==> src/design/lph_pkg.sv <==
// Shared package for the linear-probe hash table.
// Holds table geometry, the hash constant, command and status codes, and the item type.
package lph_pkg;

    localparam int SLOTS  = 1024;
    localparam int IDX_W  = $clog2(SLOTS);
    localparam int CNT_W  = IDX_W + 1;
    localparam int SLOT_W = 10;
    localparam int PAY_W  = 32;

    localparam logic [63:0] HASH_MULT = 64'h9E37_79B9_7F4A_7C15;

    localparam logic [2:0] OP_LOOKUP = 3'd0;
    localparam logic [2:0] OP_INSERT = 3'd1;
    localparam logic [2:0] OP_ERASE  = 3'd2;
    localparam logic [2:0] OP_READ   = 3'd3;
    localparam logic [2:0] OP_CLEAR  = 3'd4;

    localparam logic [2:0] ST_OK   = 3'd0;
    localparam logic [2:0] ST_MISS = 3'd1;
    localparam logic [2:0] ST_DUP  = 3'd2;
    localparam logic [2:0] ST_FULL = 3'd3;
    localparam logic [2:0] ST_ZERO = 3'd4;

    typedef enum logic [2:0] {
        CMD_LOOKUP,
        CMD_INSERT,
        CMD_ERASE,
        CMD_READ,
        CMD_CLEAR,
        CMD_MISS,
        CMD_ZERO
    } cmd_t;

    typedef struct packed {
        cmd_t             cmd;
        logic [63:0]      key;
        logic [IDX_W-1:0] slot;
        logic [PAY_W-1:0] payload;
    } item_t;

    typedef enum logic [3:0] {
        B_INIT,
        B_IDLE,
        B_RD,
        B_CMP,
        B_EZERO,
        B_ERD,
        B_ECMP,
        B_EHASH,
        B_EMIT
    } bstate_t;

endpackage

==> src/design/lph_hash.sv <==
// Home-slot hash unit: low 64 bits of key times the golden-ratio constant, top bits.
// Uses one 32x32 multiplier; depends on lph_pkg.
module lph_hash import lph_pkg::*;
(
    input  logic             clk,
    input  logic             rst_n,
    input  logic             start,
    input  logic [63:0]      key,
    output logic             done,
    output logic [IDX_W-1:0] home
);

    logic [1:0]       cnt_reg;
    logic             busy_reg;
    logic             done_reg;
    logic [63:0]      key_reg;
    logic [31:0]      hi_reg;
    logic [31:0]      acc_reg;
    logic [IDX_W-1:0] home_reg;
    logic [31:0]      mul_a;
    logic [31:0]      mul_b;
    logic [63:0]      prod;
    logic [31:0]      sum;

    always_comb
    begin
        unique case (cnt_reg)
            2'd0:
            begin
                mul_a = key_reg[31:0];
                mul_b = HASH_MULT[31:0];
            end
            2'd1:
            begin
                mul_a = key_reg[63:32];
                mul_b = HASH_MULT[31:0];
            end
            default:
            begin
                mul_a = key_reg[31:0];
                mul_b = HASH_MULT[63:32];
            end
        endcase
        prod = 64'(mul_a) * 64'(mul_b);
        sum  = hi_reg + acc_reg;
    end

    always_ff @(posedge clk or negedge rst_n)
    begin
        if (!rst_n)
        begin
            cnt_reg  <= '0;
            busy_reg <= 1'b0;
            done_reg <= 1'b0;
        end
        else
        begin
            done_reg <= busy_reg && (cnt_reg == 2'd3);
            if (start)
            begin
                busy_reg <= 1'b1;
                cnt_reg  <= '0;
            end
            else if (busy_reg)
            begin
                cnt_reg <= cnt_reg + 2'd1;
                if (cnt_reg == 2'd3)
                begin
                    busy_reg <= 1'b0;
                end
            end
        end
    end

    always_ff @(posedge clk)
    begin
        if (start)
        begin
            key_reg <= key;
        end
        else if (busy_reg)
        begin
            unique case (cnt_reg)
                2'd0: hi_reg   <= prod[63:32];
                2'd1: acc_reg  <= prod[31:0];
                2'd2: acc_reg  <= acc_reg + prod[31:0];
                default: home_reg <= sum[31 -: IDX_W];
            endcase
        end
    end

    assign done = done_reg;
    assign home = home_reg;

endmodule

==> src/design/lph_front.sv <==
// Front part: accepts items, classifies them and hashes lookup and insert keys to their home slot.
// Depends on lph_pkg and lph_hash.
module lph_front import lph_pkg::*;
(
    input  logic              clk,
    input  logic              rst_n,
    input  logic              in_valid,
    output logic              in_stall,
    input  logic [2:0]        op,
    input  logic [63:0]       key,
    input  logic [SLOT_W-1:0] slot_index,
    input  logic [PAY_W-1:0]  payload_in,
    input  logic              init_busy,
    input  logic              q_full,
    output logic              push,
    output item_t             push_item
);

    logic  stage_valid_reg;
    logic  wait_hash_reg;
    item_t stage_reg;
    item_t cls;
    logic  accept;
    logic  hash_start;
    logic  hash_done;
    logic [IDX_W-1:0] hash_home;
    logic  in_range;

    always_comb
    begin
        in_range    = (32'(slot_index) < SLOTS);
        cls.key     = key;
        cls.slot    = IDX_W'(slot_index);
        cls.payload = payload_in;
        unique case (op)
            OP_LOOKUP: cls.cmd = (key == '0) ? CMD_MISS : CMD_LOOKUP;
            OP_INSERT: cls.cmd = (key == '0) ? CMD_ZERO : CMD_INSERT;
            OP_ERASE:  cls.cmd = in_range ? CMD_ERASE : CMD_MISS;
            OP_READ:   cls.cmd = in_range ? CMD_READ : CMD_MISS;
            OP_CLEAR:  cls.cmd = CMD_CLEAR;
            default:   cls.cmd = CMD_MISS;
        endcase
    end

    assign in_stall   = stage_valid_reg || init_busy;
    assign accept     = in_valid && !in_stall;
    assign hash_start = accept && (cls.cmd == CMD_LOOKUP || cls.cmd == CMD_INSERT);
    assign push       = stage_valid_reg && !wait_hash_reg && !q_full;

    lph_hash u_hash
    (
        .clk   (clk),
        .rst_n (rst_n),
        .start (hash_start),
        .key   (key),
        .done  (hash_done),
        .home  (hash_home)
    );

    always_ff @(posedge clk or negedge rst_n)
    begin
        if (!rst_n)
        begin
            stage_valid_reg <= 1'b0;
            wait_hash_reg   <= 1'b0;
        end
        else
        begin
            if (accept)
            begin
                stage_valid_reg <= 1'b1;
                wait_hash_reg   <= hash_start;
            end
            else
            begin
                if (push)
                begin
                    stage_valid_reg <= 1'b0;
                end
                if (hash_done)
                begin
                    wait_hash_reg <= 1'b0;
                end
            end
        end
    end

    always_ff @(posedge clk)
    begin
        if (accept)
        begin
            stage_reg <= cls;
        end
        else if (hash_done)
        begin
            stage_reg.slot <= hash_home;
        end
    end

    assign push_item = stage_reg;

endmodule

==> config.mk <==
export PLATFORM = sky130hd
export DESIGN_NAME = lph_front
export DESIGN_NICKNAME = d
export VERILOG_FILES = /design/src/design/lph_pkg.sv /design/src/design/lph_hash.sv /design/src/design/lph_front.sv
export SDC_FILE = /design/constraint.sdc
export NUM_CORES = 2
export LEC_CHECK = 0
export ABC_AREA = 1
export ABC_CLOCK_PERIOD_IN_PS = 25900
export CORE_UTILIZATION = 40
export CTS_BUF_LIST = sky130_fd_sc_hd__clkbuf_8
export DETAILED_ROUTE_END_ITERATION = 16
export DONT_BUFFER_PORTS = 1
export GPL_ROUTABILITY_DRIVEN = 0
export GPL_TIMING_DRIVEN = 0
export SYNTH_ARGS = -nofsm -noshare
export SYNTH_HDL_FRONTEND = slang
export SYNTH_SLANG_ARGS = --single-unit
export TNS_END_PERCENT = 20
==> constraint.sdc <==
create_clock -name clk -period 25.9 [get_ports clk]
set_input_delay 6.475 -clock clk [delete_from_list [all_inputs] [get_ports clk]]
set_output_delay 6.475 -clock clk [all_outputs]
set_load 0.005 [all_outputs]
# Yosys cells after proc, flatten, opt, wreduce, memory -nomap -nowiden
# Index checks and enable logic that the tools add are counted.
dict set report totals {
  ff_bits 253
  latchBits 0
  ramBits 0
  romBits 0
  input_bits 114
  out_inout_bits 111
  memories 0
}
dict set report classes {
  addsub 3
  n_mul 1
  div_mod_pow 0
  order_cmp 0
  eq_ne 8
  shifts 0
  muxes 17
  bitwise_logic 2
  n_reduce_logical 23
}
# operator count
set ops {}
lappend ops {{$add A32 B32 Y32} 2}
lappend ops {{$logic_not A64 Y1} 1}
lappend ops {{$mul A32 B32 Y64} 1}
lappend ops {{$mux W32} 2}
lappend ops {{$pmux W32 S2} 1}
lappend ops {{$mux W10} 2}
lappend ops {{$pmux W3 S5} 1}
lappend ops {{$reduce_and A3 Y1} 3}
lappend ops {{$reduce_bool A2 Y1} 4}
lappend ops {{$mux W1} 7}
lappend ops {{$eq A3 B1 Y1 const B} 2}
lappend ops {{$eq A3 B2 Y1 const B} 2}
lappend ops {{$logic_not A3 Y1} 2}
lappend ops {{$mux W3} 2}
lappend ops {{$logic_and A1 B1 Y1} 5}
lappend ops {{$eq A2 B2 Y1 const B} 2}
lappend ops {{$mux W2} 2}
lappend ops {{$eq A3 B3 Y1 const B} 1}
lappend ops {{$logic_not A1 Y1} 3}
lappend ops {{$reduce_or A3 Y1} 1}
lappend ops {{$add A2 B1 Y2 const B} 1}
lappend ops {{$eq A2 B1 Y1 const B} 1}
lappend ops {{$logic_not A2 Y1} 1}
lappend ops {{$logic_or A1 B1 Y1} 2}
lappend ops {{other kinds (2)} 3}

# Depth between registers and ports, before layout
dict set report depth {
  word_depth 8
  depth_mapped 48
  mapped_depth_nobuf 46
}

# Modules after synthesis
# From an unflattened synthesis, not the netlist that was laid out.
dict set report hier_totals {
  hier_cells 4015
  hier_area_um2 37872.6
}
# mod instances cells_each area_each_um2 seq_area_each_um2
set modules_own_cells {}
lappend modules_own_cells {lph_hash 1 3784 34062.7 4244.1}
lappend modules_own_cells {lph_front 1 231 3809.9 3323.2}

# Worst setup path after synthesis
# OpenSTA, ideal clock, no wires.
dict set report synth_path {
  path_type {in2out}
  start {input port q_full}
  end {output port push}
  arrival_time_ns 6.702
  t_required_ns 19.425
  slack_ns 12.723
  stages 1
  n_path_buf 0
  cell_sequence {nor3_1}
}
dict set report synth_via {
  elab_chain_cells 2
}
# element line_no
set synth_rtl {}
lappend synth_rtl {{start, declared} lph_front.sv:14} ;# input logic q_full,
lappend synth_rtl {{$logic_not A1 Y1} lph_front.sv:48} ;# assign push = stage_valid_reg && !wait_hash_reg && !q_full;
lappend synth_rtl {{$logic_and A1 B1 Y1} lph_front.sv:48}
lappend synth_rtl {{end, declared} lph_front.sv:15} ;# output logic push,
# Every way passes these cells.

# Worst setup path after layout
# Same ends and word-level chain as after synthesis.

==> impl_metrics.json <==
{
  "final_common_cell": "inv_1",
  "avgSynthCellArea_sq_um": 9.42,
  "hold_buffers": 0,
  "synthDistinctLibCells": 50,
  "synth_area_leaders": "fa_1 (32%), edfxtp_1 (20%), ha_1 (18%)",
  "syn_area_sq_um": 37800,
  "first_global_vias": 27300,
  "final_nets": 5346,
  "grt_pass1_wl_um": 165000,
  "dieHeight_um": 309,
  "critPathLaunch": "q_full",
  "setup_viol": 0,
  "globalRouteOverflowTotal": 0,
  "finalWorstSetupSlack_ps": 12680,
  "r2r_start": "u_hash.cnt_reg[1]$_DFFE_PN0P_",
  "post-route-period-util_pct": 51.1,
  "synth_top_area_share_pct": 32.1,
  "antenna_left": 0,
  "slowest_stage": "nor3_1",
  "die_w_um": 309,
  "synthToLayoutAreaGrowth_pct": 7.06,
  "cts.repair.resized": 0,
  "track_usage_pct": 23.6,
  "clk_pin_slew_ps": 60,
  "io_pins": 225,
  "antenna_found_initial": 7,
  "cp_top_family": "simple AND/OR/NAND/NOR gates",
  "worst_pin_slew_ps": 1330,
  "ys_warn_count": 0,
  "endpoint_kind": "primary output",
  "cts_tree": "built",
  "rows": 112,
  "port_buffers": 0,
  "period_minus_slack_ps": 13220,
  "max_stage_delay_ps": 270,
  "min-delay-start": "u_hash.home[4]$_DFFE_PP_",
  "clock-root-buffer": "clkbuf_8",
  "syn_inst": 4014,
  "drt_iter0_drc": 2273,
  "drc": 0,
  "wirelength_um": 113000,
  "final_util_pct": 43.3,
  "finalMaxSlewViolations": 0,
  "numClockSinks": 253,
  "crit_path_cell_trace": "nor3_1",
  "register_area_sq_um": 7570,
  "cp_max_fo": 2,
  "critPathBufInv": 0,
  "start_util_pct": 40.5,
  "die_area_sq_um": 95800,
  "crit_type": "input pin to primary output",
  "max_freq_mhz": 75.6,
  "nFillCells": 9060,
  "htreeDepth": 2,
  "post_cts_buffers": 0,
  "finalSetupTns_ps": 0,
  "core_sq_um": 93500,
  "cp.arrival_ps": 6750,
  "max_cap_violations": 0,
  "final_cell_mix": "inv_1 (958), fa_1 (606), nand2_1 (564)",
  "hpwlAfterDp_um": 100000,
  "status": "finished, final reports clean",
  "multiInputGateArea_sq_um": 26400,
  "routedWlPerCell_um": 20.9,
  "largest_register_ffs": 109,
  "numCtsBuffers": 42,
  "dr.pass1.iters": 7,
  "rsz0062_at_grt": "no",
  "cp-start-kind": "input pin",
  "relSlewSlack_pct": 10.5,
  "drive_above_1_share_pct": 3.68,
  "finalHoldViolCount": 0,
  "post-place-ws_ps": 12670,
  "ys_ff_latch": 253,
  "grt_max_degree": 68,
  "holdCritPathClass": "flop to flop",
  "fin_skew_ps": 62.6,
  "cts_buffer_depth": 3,
  "post-synth-top-area-cell": "fa_1",
  "required_ps": 19420,
  "yosysSeqAreaShare_pct": 20.0,
  "vias_per_cell": 5.08,
  "worstSkewPairLatency_ps": 650,
  "vias": 27400
}
==> cell usage after synthesis (all sizes together) <==
master and n:
o2111ai 1, dfrtp 6, a221oi 3, xnor2 25, nand3b 10, a211oi 3
nor2 326, nand2 575, o21a 9, mux2i 1, or2 25, o21bai 28
nor4 4, inv 967, and2 2, conb 2, edfxtp 247, a21o 16
o211ai 5, nand3 93, and3 1, a21boi 6, clkbuf 73, fa 606
xor2 53, o21ai 148, buf 11, ha 532, nand4 30, clkinv 1
o221ai 3, o211a 1, a31oi 12, nor3 22, a21oi 167
==> per-stage QoR <==
step	cell area [sq um]	std cells	hold slack, ps
2_1_floorplan	37900	4046	474
3_3_place_gp	39500	5300	499
3_5_place_dp	39600	5303	499
4_1_cts	40400	5379	508
5_1_grt	40500	5382	517
6_report	40500	5382	505
==> cell families (layout without fill, tap and decap cells) <==
kind of cell / Yosys count / count (layout) / synth area share [%]
xor gates and xnor gates: 78 / 78 / 1.81
other: 2 / 36 / 0.0199
buffers and inverters: 1052 / 1132 / 10.5
and+or+nand+nor: 1088 / 1088 / 11.9
AOI/OAI and AO/OA: 402 / 402 / 6.05
adders and majority gates: 1138 / 1138 / 49.7
DFF: 253 / 253 / 20.0
muxes: 1 / 1 / 0.0265
==> path summary, 6_finish.rpt <==
| path | endpoint | cells after the start | slack, ps |
|---|---|---|---|
| min in group asynchronous | u_hash.done$_DFF_PN0_ | 0 | 5520 |
| setup / recovery | push | 1 | 12680 |
| setup reg to reg | u_hash.acc_reg[31]$_DFFE_PP_ | 42 | 15030 |
| max in group asynchronous | stage_valid_reg$_DFFE_PN0P_ | 0 | 20310 |
| hold reg to reg | push_item[36]$_DFFE_PP_ | 2 | 500 |
| hold / removal | push_item[36]$_DFFE_PP_ | 2 | 500 |
==> area by class of cell <==
| type | instances | area share [%] |
|---|---|---|
| antenna | 2 | 0.0124 |
| buffer | 84 | 0.835 |
| clock buffer | 44 | 1.50 |
| clock inverter | 32 | 0.634 |
| inverter | 968 | 8.98 |
| multi-input combinational | 2741 | 65.2 |
| sequential | 253 | 18.7 |
| tap | 1254 | 3.88 |
| timing repair buffer | 4 | 0.235 |
==> per-layer routing <==
layer	track usage (%)	wire length, um	vias to the layer above
met2	38.0	52900	1050
met4	8.45	4130	10
met5	0	74	-
met3	4.45	8490	183
li1	-	-	12600
met1	31.6	47000	13500
Power is left out: the tool's default activity adds up to more than one toggle a clock period on the data nets, which glitch-free logic cannot reach.
