[src/design/lph_pkg.sv]
// Shared package for the linear-probe hash table.
// Holds table geometry, the hash constant, command and status codes, and the item type.
package lph_pkg;

    localparam int SLOTS  = 1024;
    localparam int IDX_W  = $clog2(SLOTS);
    localparam int CNT_W  = IDX_W + 1;
    localparam int SLOT_W = 10;
    localparam int PAY_W  = 32;

    localparam logic [63:0] HASH_MULT = 64'h9E37_79B9_7F4A_7C15;

    localparam logic [2:0] OP_LOOKUP = 3'd0;
    localparam logic [2:0] OP_INSERT = 3'd1;
    localparam logic [2:0] OP_ERASE  = 3'd2;
    localparam logic [2:0] OP_READ   = 3'd3;
    localparam logic [2:0] OP_CLEAR  = 3'd4;

    localparam logic [2:0] ST_OK   = 3'd0;
    localparam logic [2:0] ST_MISS = 3'd1;
    localparam logic [2:0] ST_DUP  = 3'd2;
    localparam logic [2:0] ST_FULL = 3'd3;
    localparam logic [2:0] ST_ZERO = 3'd4;

    typedef enum logic [2:0] {
        CMD_LOOKUP,
        CMD_INSERT,
        CMD_ERASE,
        CMD_READ,
        CMD_CLEAR,
        CMD_MISS,
        CMD_ZERO
    } cmd_t;

    typedef struct packed {
        cmd_t             cmd;
        logic [63:0]      key;
        logic [IDX_W-1:0] slot;
        logic [PAY_W-1:0] payload;
    } item_t;

    typedef enum logic [3:0] {
        B_INIT,
        B_IDLE,
        B_RD,
        B_CMP,
        B_EZERO,
        B_ERD,
        B_ECMP,
        B_EHASH,
        B_EMIT
    } bstate_t;

endpackage

[src/design/lph_queue.sv]
// Two-entry item queue between the front and back parts.
// Depends on lph_pkg for the item type.
module lph_queue import lph_pkg::*;
(
    input  logic  clk,
    input  logic  rst_n,
    input  logic  push,
    input  item_t push_item,
    input  logic  pop,
    output item_t pop_item,
    output logic  full,
    output logic  empty
);

    item_t      entry_reg [2];
    logic       wr_ptr_reg;
    logic       rd_ptr_reg;
    logic [1:0] count_reg;

    always_ff @(posedge clk or negedge rst_n)
    begin
        if (!rst_n)
        begin
            wr_ptr_reg <= 1'b0;
            rd_ptr_reg <= 1'b0;
            count_reg  <= '0;
        end
        else
        begin
            if (push)
            begin
                wr_ptr_reg <= !wr_ptr_reg;
            end
            if (pop)
            begin
                rd_ptr_reg <= !rd_ptr_reg;
            end
            count_reg <= count_reg + {1'b0, push} - {1'b0, pop};
        end
    end

    always_ff @(posedge clk)
    begin
        if (push)
        begin
            entry_reg[wr_ptr_reg] <= push_item;
        end
    end

    assign pop_item = entry_reg[rd_ptr_reg];
    assign full     = (count_reg == 2'd2);
    assign empty    = (count_reg == 2'd0);

endmodule

[config.mk]
export PLATFORM = sky130hd
export DESIGN_NAME = lph_queue
export DESIGN_NICKNAME = d
export VERILOG_FILES = /design/src/design/lph_pkg.sv /design/src/design/lph_queue.sv
export SDC_FILE = /design/constraint.sdc
export NUM_CORES = 1
export LEC_CHECK = 0
export BUFFER_PORTS_ARGS = -buffer_cell sky130_fd_sc_hd__clkbuf_2
export CORE_MARGIN = 2
export CORE_UTILIZATION = 53
export DETAILED_ROUTE_END_ITERATION = 8
export GPL_TIMING_DRIVEN = 0
export PLACE_DENSITY = 0.8
export RECOVER_POWER = 25
export SLEW_MARGIN = 20
export SYNTH_ARGS = -nofsm -noshare
export SYNTH_HDL_FRONTEND = slang
export SYNTH_SLANG_ARGS = --single-unit
[constraint.sdc]
create_clock -name clk -period 8.25 [get_ports clk]
set_clock_uncertainty 0.05 [all_clocks]
set_input_delay 0.4125 -clock clk [delete_from_list [all_inputs] [get_ports clk]]
set_output_delay 0.4125 -clock clk [all_outputs]
set_load 0.03 [all_outputs]
; After elaboration in Yosys (flattened, before gate mapping)
; Memory sizes are Yosys's and may differ from the RTL's.
; Cells that the tools add are included.
[word_totals]
register_bits = 4
ram_bits = 218
in_bits = 113
output_inout_bits = 111
memories = 1
[memory_table]
columns = name, words, width, rd, rd_ports_with_merged_regs, wr, line
row1 = entry_reg, 2, 109, 1, 0, 1, lph_queue.sv:15  ; item_t entry_reg [2];
[op_classes]
n_addsub = 2
eq_ne = 1
muxes = 2
n_reduce_logical = 3
[ops]
columns = cell, n
row1 = adder 2 x 1 -> 2 bit, 1
row2 = equality test 2 bit (second input constant), 1
row3 = logical NOT 1 bit, 2
row4 = logical NOT 2 bit, 1
row5 = two-way mux 1 bit, 2
row6 = subtractor 2 x 1 -> 2 bit, 1

; Depth between registers and ports, before layout
; Gate-level depths: netlist (run 1).
[logic_depth]
depth_word = 2
ltp_mapped = 5
depth_no_buf = 5

; Least setup slack after synthesis (run 1)
; OpenSTA, ideal clock, no wires.
[synth_path]
path_kind = register to register
startpoint = register wr_ptr_reg
endpoint = memory entry_reg[0][0] (netlist name), enable pin
setup_ps = 591
arrival_ps = 5224
t_required_ps = 7609
slack_ps = 2385
stages_incl_launch_ff = 2
path_buffers = 0
period_less_slack_ps = 5865
cell_sequence = dfrtp_1 nor2b_1
[synth_lines]
columns = element, line
row1 = "start, declared", lph_queue.sv:16  ; logic wr_ptr_reg;
row2 = "start signal, assigned", lph_queue.sv:32  ; wr_ptr_reg <= !wr_ptr_reg;
row3 = "end, declared", lph_queue.sv:15
; No word-level cell before the write port.

==> results of run 1 <==
==> power groups by stage <==
| stage | sequential [mW] | combinational (mW) | clock [mW] |
|---|---|---|---|
| after floorplan | 1.59 | 1.25 | 0 |
| after global placement | 1.61 | 1.58 | 0 |
| after detailed placement | 1.58 | 1.64 | 0 |
| after CTS | 1.56 | 1.65 | 1.02 |
| after global routing | 1.57 | 1.70 | 1.07 |
| final | 1.55 | 1.63 | 0.995 |
==> kinds of logic (layout without fill, tap and decap cells) <==
kind of cell	count (synthesis)	after routing	share of synthesized area [%]
flip-flops	222	222	77.6
multiplexers	109	109	18.7
buffers and inverters	14	283	2.62
AND/OR/NAND/NOR	4	4	0.263
XOR/XNOR	3	3	0.482
adder cells (fa/ha/maj)	2	2	0.292
==> worst paths after layout <==
path	cells after the start	from	slack, ps	end
worst max-delay path	4	rd_ptr_reg	5960	pop_item[48]
worst min-delay path	1	push_item[86]	60	entry_reg[0][86]
worst max register to register	2	wr_ptr_reg	6350	entry_reg[1][99]
worst min register to register	1	wr_ptr_reg	510	wr_ptr_reg
max in group asynchronous	2	rst_n	7790	wr_ptr_reg
min in group asynchronous	2	rst_n	240	count_reg[0]
==> routing by layer <==
layer  vias up  GRT usage [%]
met3        23           5.79
met1      1999           21.3
li1       1920              -
met2       180           29.6
met5         -              0
met4         0           4.77
==> cells in the mapped netlist <==
| library cell | instances |
|---|---|
| and2_1 | 1 |
| mux2_2 | 9 |
| nor2b_1 | 2 |
| buf_2 | 1 |
| edfxtp_1 | 218 |
| xor2_1 | 2 |
| nor2_1 | 1 |
| inv_1 | 2 |
| buf_6 | 1 |
| dfrtp_1 | 4 |
| mux2_4 | 100 |
| ha_1 | 2 |
| buf_12 | 10 |
| xor3_1 | 1 |
==> worst max-delay path: cells and delay by family (launching register included) <==
family | cells | cell delay, ps
flops | 1 | 350
buf+inv | 3 | 640
mux | 1 | 320
==> timing repair <==
item	in CTS	in global routing
hold buffers	1	0
endpoints found under the setup margin	0	0
hold endpoints to repair	4	0
gates resized for setup	0	0
buffers inserted	0	0
==> layout make-up <==
class	count	area, µm²	share of cell area, %
flip-flops and latches	222	6650	61.8
plain buffers	12	216	2.01
clock inverters	12	140	1.30
repair buffers	229	1180	11.0
inverters	2	7.51	0.0698
multi-input cells	118	1700	15.8
clock buffers	28	594	5.53
well taps	216	270	2.51
==> per-stage QoR <==
step	instances	hold slack, ps	power [mW]	setup WS, ps	util (%)
floorplan	354	66.9	2.84	2390	-
global placement	793	169	3.20	70.4	62.9
detailed placement	798	174	3.22	6250	63.6
CTS	839	35.5	4.23	5910	68.3
global route	839	36.4	4.35	5900	68.0
finish	839	57.5	4.17	5960	68.0
==> flow_summary.yaml, run 1 <==
status:
  outcome: "finished clean"
die:
  die_h_um: 131
  die_w_um: 131
  core_area_mm2: 0.0158
  io_pins: 224
  initial_utilization_pct: 54.1
  rows: 46
  dieArea_mm2: 0.0172
clock_network:
  cts_sinks: 222
  cts_made_buffers: 23
  insertion_delay_ps: 490
  root_buffer: "clkbuf_16"
  clk_pin_slew_ps: 60
  cts_buffer_depth: 3
  cts_tree: "built"
  htreeDepth: 1
final_layout:
  diodes: 0
  stdcell_area_mm2: 0.0108
  layout_common_cells: "edfxtp_1 (218), clkbuf_2 (174), mux2_4 (100)"
  final_common_cell: "edfxtp_1"
  area_delta_synth_final_pct: 25.6
  drive_gt1_share_pct: 53.9
  n_fill_cell: 1038
  largest_reg_flops: 218
  fin_nets: 723
detailed_routing:
  routed-wl-met2_um: 7530
  ant_nets: 0
  met1_length_um: 5830
  vias_per_cell: 4.91
  highest-signal-layer: "met4"
  wirelength_um: 15100
  firstDrtPassIters: 4
  initialDrtViolationCount: 148
  drc: 0
  wire_per_inst_um: 18.0
  dr_wl_met3_um: 1420
  routed-via-count: 4122
synthesis:
  synth.area.top_cells: "edfxtp_1 (76%), mux2_4 (18%), buf_12 (2.3%)"
  ys_types: 14
  ys_warn_count: 0
  syn-mean-instance-area_um2: 24.2
  synth_top_area_share_pct: 76.5
  syn_area_mm2: 0.00856
  syn_nets: 469
  postSynthCellCount: 354
  yosysTopAreaCell: "edfxtp_1"
  ys_seq_area_share_pct: 77.6
  synth.ff_latch_count: 222
hold_path:
  hold_path.class: "input pin to register"
timing:
  timing.final.crit_period_ps: 2290
  worst_slew_pin_slew_ps: 778
  fmax_mhz: 437
  rsz0062_at_grt: "false"
  timing.final.crit_share_pct: 27.7
  slew_headroom_pct: 48.1
  tns_ps: 0
  final_hold_viol_count: 0
  setup_viol: 0
  slew_violations: 0
power:
  power_frac_clock_pct: 23.8
  combPwrFrac_pct: 38.9
  p_int_mw: 2.78
  p_sw_mw: 1.40
  vdd_drop_max_v: 0.000270
  power_density_mw_per_mm2: 388
  seqPwrFrac_pct: 37.2
  leakage_nw: 4.32
  swShare_pct: 33.5
global_routing:
  grt_overflow: 0
  antenna_found_initial: 0
  grt_pass1_vias: 4454
  grt_use_total_pct: 17.3
  grt_pass1_wl_um: 23400
  grt_max_degree: 58
setup_path:
  cp_slowest_cell: "dfrtp_1"
  crit_path_end_kind: "output port"
  crit_path_start_kind: "register"
  crit_required_ps: 7790
  crit_fanout: 10
  crit_chain: "buf_6 > buf_12 > mux2_4 > clkbuf_2"
  cp.arrival_ps: 1820
  cpPeakStageDelay_ps: 350
  crit_type: "register to output port"
placed_design:
  gp_congestion: 0.706
  placed_cell_area_mm2: 0.0101
  portBuffers: 223
  dp_hpwl_um: 10300
run:
  maxCapViolCount: 0
Power figures use the tool's default switching activity.
==> run 2: changes to the inputs <==
Clock period 8.25 ns to 2.29 ns, I/O delays scaled along.
==> run 2 against run 1 <==
Critical path depth unchanged. Flip-flop and latch count stayed put. Largest power group unchanged. First-iteration DRC count increased by 93%.
==> flow_summary.yaml, run 2 (synthesis results as in run 1) <==
final_layout:
  n_fill_cell: 887
  ff_latch_area_mm2: 0.00665
  area_delta_synth_final_pct: 39.9
  final_common_cell: "edfxtp_1"
  diodes: 0
  multi_input_area_mm2: 0.00170
  drive_gt1_share_pct: 44.6
  largest_reg_flops: 218
  fin_nets: 837
  layout_common_cells: "edfxtp_1 (218), clkbuf_2 (168), dlygate4sd3_1 (113)"
  fin_cells: 953
timing:
  slew_violations: 0
  timing.final.crit_period_ps: 2010
  slew_headroom_pct: 72.5
  rsz0062_at_grt: "false"
  worst_slew_pin_slew_ps: 412
  setup_viol: 0
  fmax_mhz: 497
  final_hold_viol_count: 0
  timing.final.crit_share_pct: 87.8
setup_path:
  crit_required_ps: 2130
  cpPeakStageDelay_ps: 360
  path_delay_family: "buffers and inverters"
  crit_type: "register to output port"
  crit_fanout: 10
  crit_chain: "buf_6 > buf_12 > mux2_4 > clkbuf_2"
  crit_path_start_kind: "register"
  cp_slowest_cell: "dfrtp_1"
  cp.arrival_ps: 1850
  reg2reg_slack_ps: 570
  crit_path_end_kind: "output port"
  crit_buf_inv: 3
power:
  p_sw_mw: 5.24
  seqPwrFrac_pct: 35.9
  combPwrFrac_pct: 39.4
  vdd_drop_max_v: 0.000895
  p_int_mw: 10.4
  swShare_pct: 33.5
  power_frac_clock_pct: 24.6
  leakage_nw: 4.81
  power_mw: 15.7
  power_density_mw_per_mm2: 1310
global_routing:
  grt_pass1_wl_um: 27900
  grt_max_degree: 51
  grt_use_total_pct: 20.7
  grt_pass1_vias: 5138
  antenna_found_initial: 0
  grt_overflow: 0
hold_path:
  hold_path.class: "input pin to register"
placed_design:
  portBuffers: 223
  gp_congestion: 0.741
  dp_hpwl_um: 10900
  dp_cells: 800
detailed_routing:
  ant_nets: 0
  routed-wl-met2_um: 9650
  wire_per_inst_um: 19.0
  wirelength_um: 18100
  routed-via-count: 4750
  firstDrtPassIters: 4
  dr_wl_met3_um: 1130
  initialDrtViolationCount: 285
  met1_length_um: 6910
  highest-signal-layer: "met4"
  vias_per_cell: 4.98
  drc: 0
run:
  maxCapViolCount: 0
die:
  dieArea_mm2: 0.0172
  core_area_mm2: 0.0158
  die_w_um: 131
  initial_utilization_pct: 54.1
  die_h_um: 131
  io_pins: 224
  rows: 46
clock_network:
  post-cts-setup-buffers: 0
  cts_resized: 0
  clk_pin_slew_ps: 60
  cts_buffer_depth: 3
  ctsHoldBuffers: 113
  cts_made_buffers: 23
  cts_tree: "built"
  root_buffer: "clkbuf_16"
  htreeDepth: 1
  cts_sinks: 222
  insertion_delay_ps: 500
status:
  outcome: "finished clean"
-- run 2: final timing paths --
path / startpoint / to / cells after the start
setup / recovery: rd_ptr_reg / pop_item[7] / 4
hold / removal: push_item[95] / entry_reg[1][95] / 2
setup reg to reg: wr_ptr_reg / entry_reg[0][53] / 4
hold reg to reg: wr_ptr_reg / wr_ptr_reg / 1
max in group asynchronous: rst_n / rd_ptr_reg / 3
min in group asynchronous: rst_n / count_reg[1] / 3
-- run 2: worst register-to-register path: stages (launching register included) --
cell     delay (ps)
dfrtp_1         430
nor2b_4         300
buf_16          230
buf_16          210
buf_16          180
-- run 2: power by group through the flow --
| stage | clock network [mW] | logic (mW) | registers [mW] |
|---|---|---|---|
| 2_1_floorplan | 0 | 4.50 | 5.65 |
| 3_3_place_gp | 0 | 5.69 | 5.69 |
| 3_5_place_dp | 0 | 6.02 | 5.69 |
| 4_1_cts | 3.90 | 6.19 | 5.62 |
| 5_1_grt | 4.09 | 6.44 | 5.68 |
| 6_report | 3.86 | 6.17 | 5.63 |
-- run 2: stage by stage --
step	hold slack, ps	utilization [%]	area [µm²]	TNS, ps	setup WS, ps
2_1_floorplan	-231	-	8570	-24460	-224
4_1_cts	277	76.1	12000	0	255
3_3_place_gp	-128	62.9	9960	-160920	-924
5_1_grt	289	75.7	12000	0	212
3_5_place_dp	-125	64.0	10100	0	603
6_report	292	75.7	12000	0	279
-- run 2: per-layer routing --
metal,track usage (%),vias up
li1,-,2156
met1,24.7,2359
met2,37.7,201
met3,4.67,34
met4,6.22,0
met5,0,-
-- run 2: area by class of cell --
cell class | instances | area share [%]
flip-flops and latches | 222 | 55.5
repair buffers | 343 | 19.7
multi-input cells | 118 | 14.2
clock buffers | 29 | 4.99
well taps | 216 | 2.26
plain buffers | 12 | 1.81
clock inverters | 11 | 1.50
inverters | 2 | 0.0627
==> run 3: changes to the inputs <==
Settings changed: CORE_ASPECT_RATIO set to 0.7.
==> run 3 against run 2 <==
Non-clock buffer count down 1. Final cell count down 2.2%. Sequential share of layout area up 0.43 points.
==> flow_summary.yaml, run 3 (synthesis results as in run 1) <==
detailed_routing:
  firstDrtPassIters: 4
  initialDrtViolationCount: 234
  drc: 0
  wirelength_um: 17600
  ant_nets: 0
  wire_per_inst_um: 18.9
  vias_per_cell: 5.00
  routed-via-count: 4664
die:
  io_pins: 224
  initial_utilization_pct: 54.7
  core_area_mm2: 0.0156
  dieArea_mm2: 0.0172
  die_h_um: 110
  die_w_um: 156
  rows: 38
timing:
  timing.final.crit_share_pct: 86.0
  rsz0062_at_grt: "false"
  slew_headroom_pct: 72.3
  setup_ws_ps: 320
  worst_slew_pin_slew_ps: 414
  setup_viol: 0
  fmax_mhz: 508
  final_hold_viol_count: 0
  slew_violations: 0
  timing.final.crit_period_ps: 1970
placed_design:
  portBuffers: 223
  placed_cell_area_mm2: 0.0101
  pre_cts_ws_ps: 648
  gp_congestion: 0.707
  dp_hpwl_um: 10300
clock_network:
  htreeDepth: 1
  cts_buffer_depth: 3
  cts_made_buffers: 21
  root_buffer: "clkbuf_16"
  clk_pin_slew_ps: 60
  post-cts-setup-buffers: 0
  cts_tree: "built"
  cts_sinks: 222
  insertion_delay_ps: 470
  cts_resized: 0
setup_path:
  cp.arrival_ps: 1810
  crit_type: "register to output port"
  crit_path_end_kind: "output port"
  cp_slowest_cell: "dfrtp_1"
  crit_fanout: 10
  cpPeakStageDelay_ps: 360
  crit_chain: "buf_6 > buf_12 > mux2_4 > clkbuf_2"
  crit_path_start_kind: "register"
  crit_buf_inv: 3
  path_delay_family: "buffers and inverters"
  crit_required_ps: 2130
final_layout:
  final_common_cell: "edfxtp_1"
  drive_gt1_share_pct: 45.8
  ff_latch_area_mm2: 0.00665
  stdcell_area_mm2: 0.0119
  diodes: 0
  utilization_pct: 76.0
  n_fill_cell: 876
  multi_input_area_mm2: 0.00170
  fin_nets: 834
  area_delta_synth_final_pct: 38.8
  largest_reg_flops: 218
  layout_common_cells: "edfxtp_1 (218), clkbuf_2 (172), dlygate4sd3_1 (113)"
global_routing:
  grt_use_total_pct: 20.0
  grt_max_degree: 55
  antenna_found_initial: 0
  grt_overflow: 0
  grt_pass1_wl_um: 26200
  grt_pass1_vias: 4976
run:
  maxCapViolCount: 0
power:
  power_density_mw_per_mm2: 1290
  leakage_nw: 4.78
  vdd_drop_max_v: 0.000954
hold_path:
  hold_path.class: "input pin to register"
status:
  outcome: "finished clean"
## run 3: timing repair
item                                    CTS  global route
endpoints found under the setup margin    0             0
hold buffers                            113             0
hold endpoints to repair                225             0
## run 3: final timing paths
kind / endpoint / depth (start not counted) / slack [ps] / from
worst max-delay path: pop_item[66] / 4 / 320 / rd_ptr_reg
worst min-delay path: entry_reg[0][90] / 2 / 310 / push_item[90]
worst max register to register: entry_reg[0][68] / 3 / 660 / wr_ptr_reg
worst min register to register: wr_ptr_reg / 1 / 500 / wr_ptr_reg
max in group asynchronous: rd_ptr_reg / 3 / 1510 / rst_n
min in group asynchronous: count_reg[0] / 3 / 500 / rst_n
## run 3: where the power goes
group | total [mW] | switching (mW) | leakage (nW) | internal (mW)
Clock | 3.67 | 1.43 | 0.356 | 2.25
Combinational | 6.11 | 3.53 | 2.34 | 2.59
Sequential | 5.60 | 0.219 | 2.09 | 5.38
## run 3: stage by stage
stage	setup TNS [ps]	power [mW]	cells	hold slack [ps]
after detailed placement	0	11.6	783	-119
final	0	15.4	932	311
after floorplan	-24460	10.2	354	-231
after global routing	0	16.0	932	303
after CTS	0	15.5	932	292
after global placement	-167180	11.4	777	-128
## run 3: layer usage
metal | GRT usage [%] | routed length, µm
met3 | 6.22 | 1380
met4 | 5.18 | 352
met5 | 0 | 0
met2 | 36.4 | 8870
met1 | 23.3 | 6990
## run 3: layout make-up
class,instances,area share [%]
Sequential cell,222,55.9
Tap cell,200,2.11
Buffer,12,1.82
Inverter,2,0.0632
Clock inverter,14,1.74
Multi-Input combinational cell,118,14.3
Clock buffer,22,4.45
Timing Repair Buffer,342,19.6
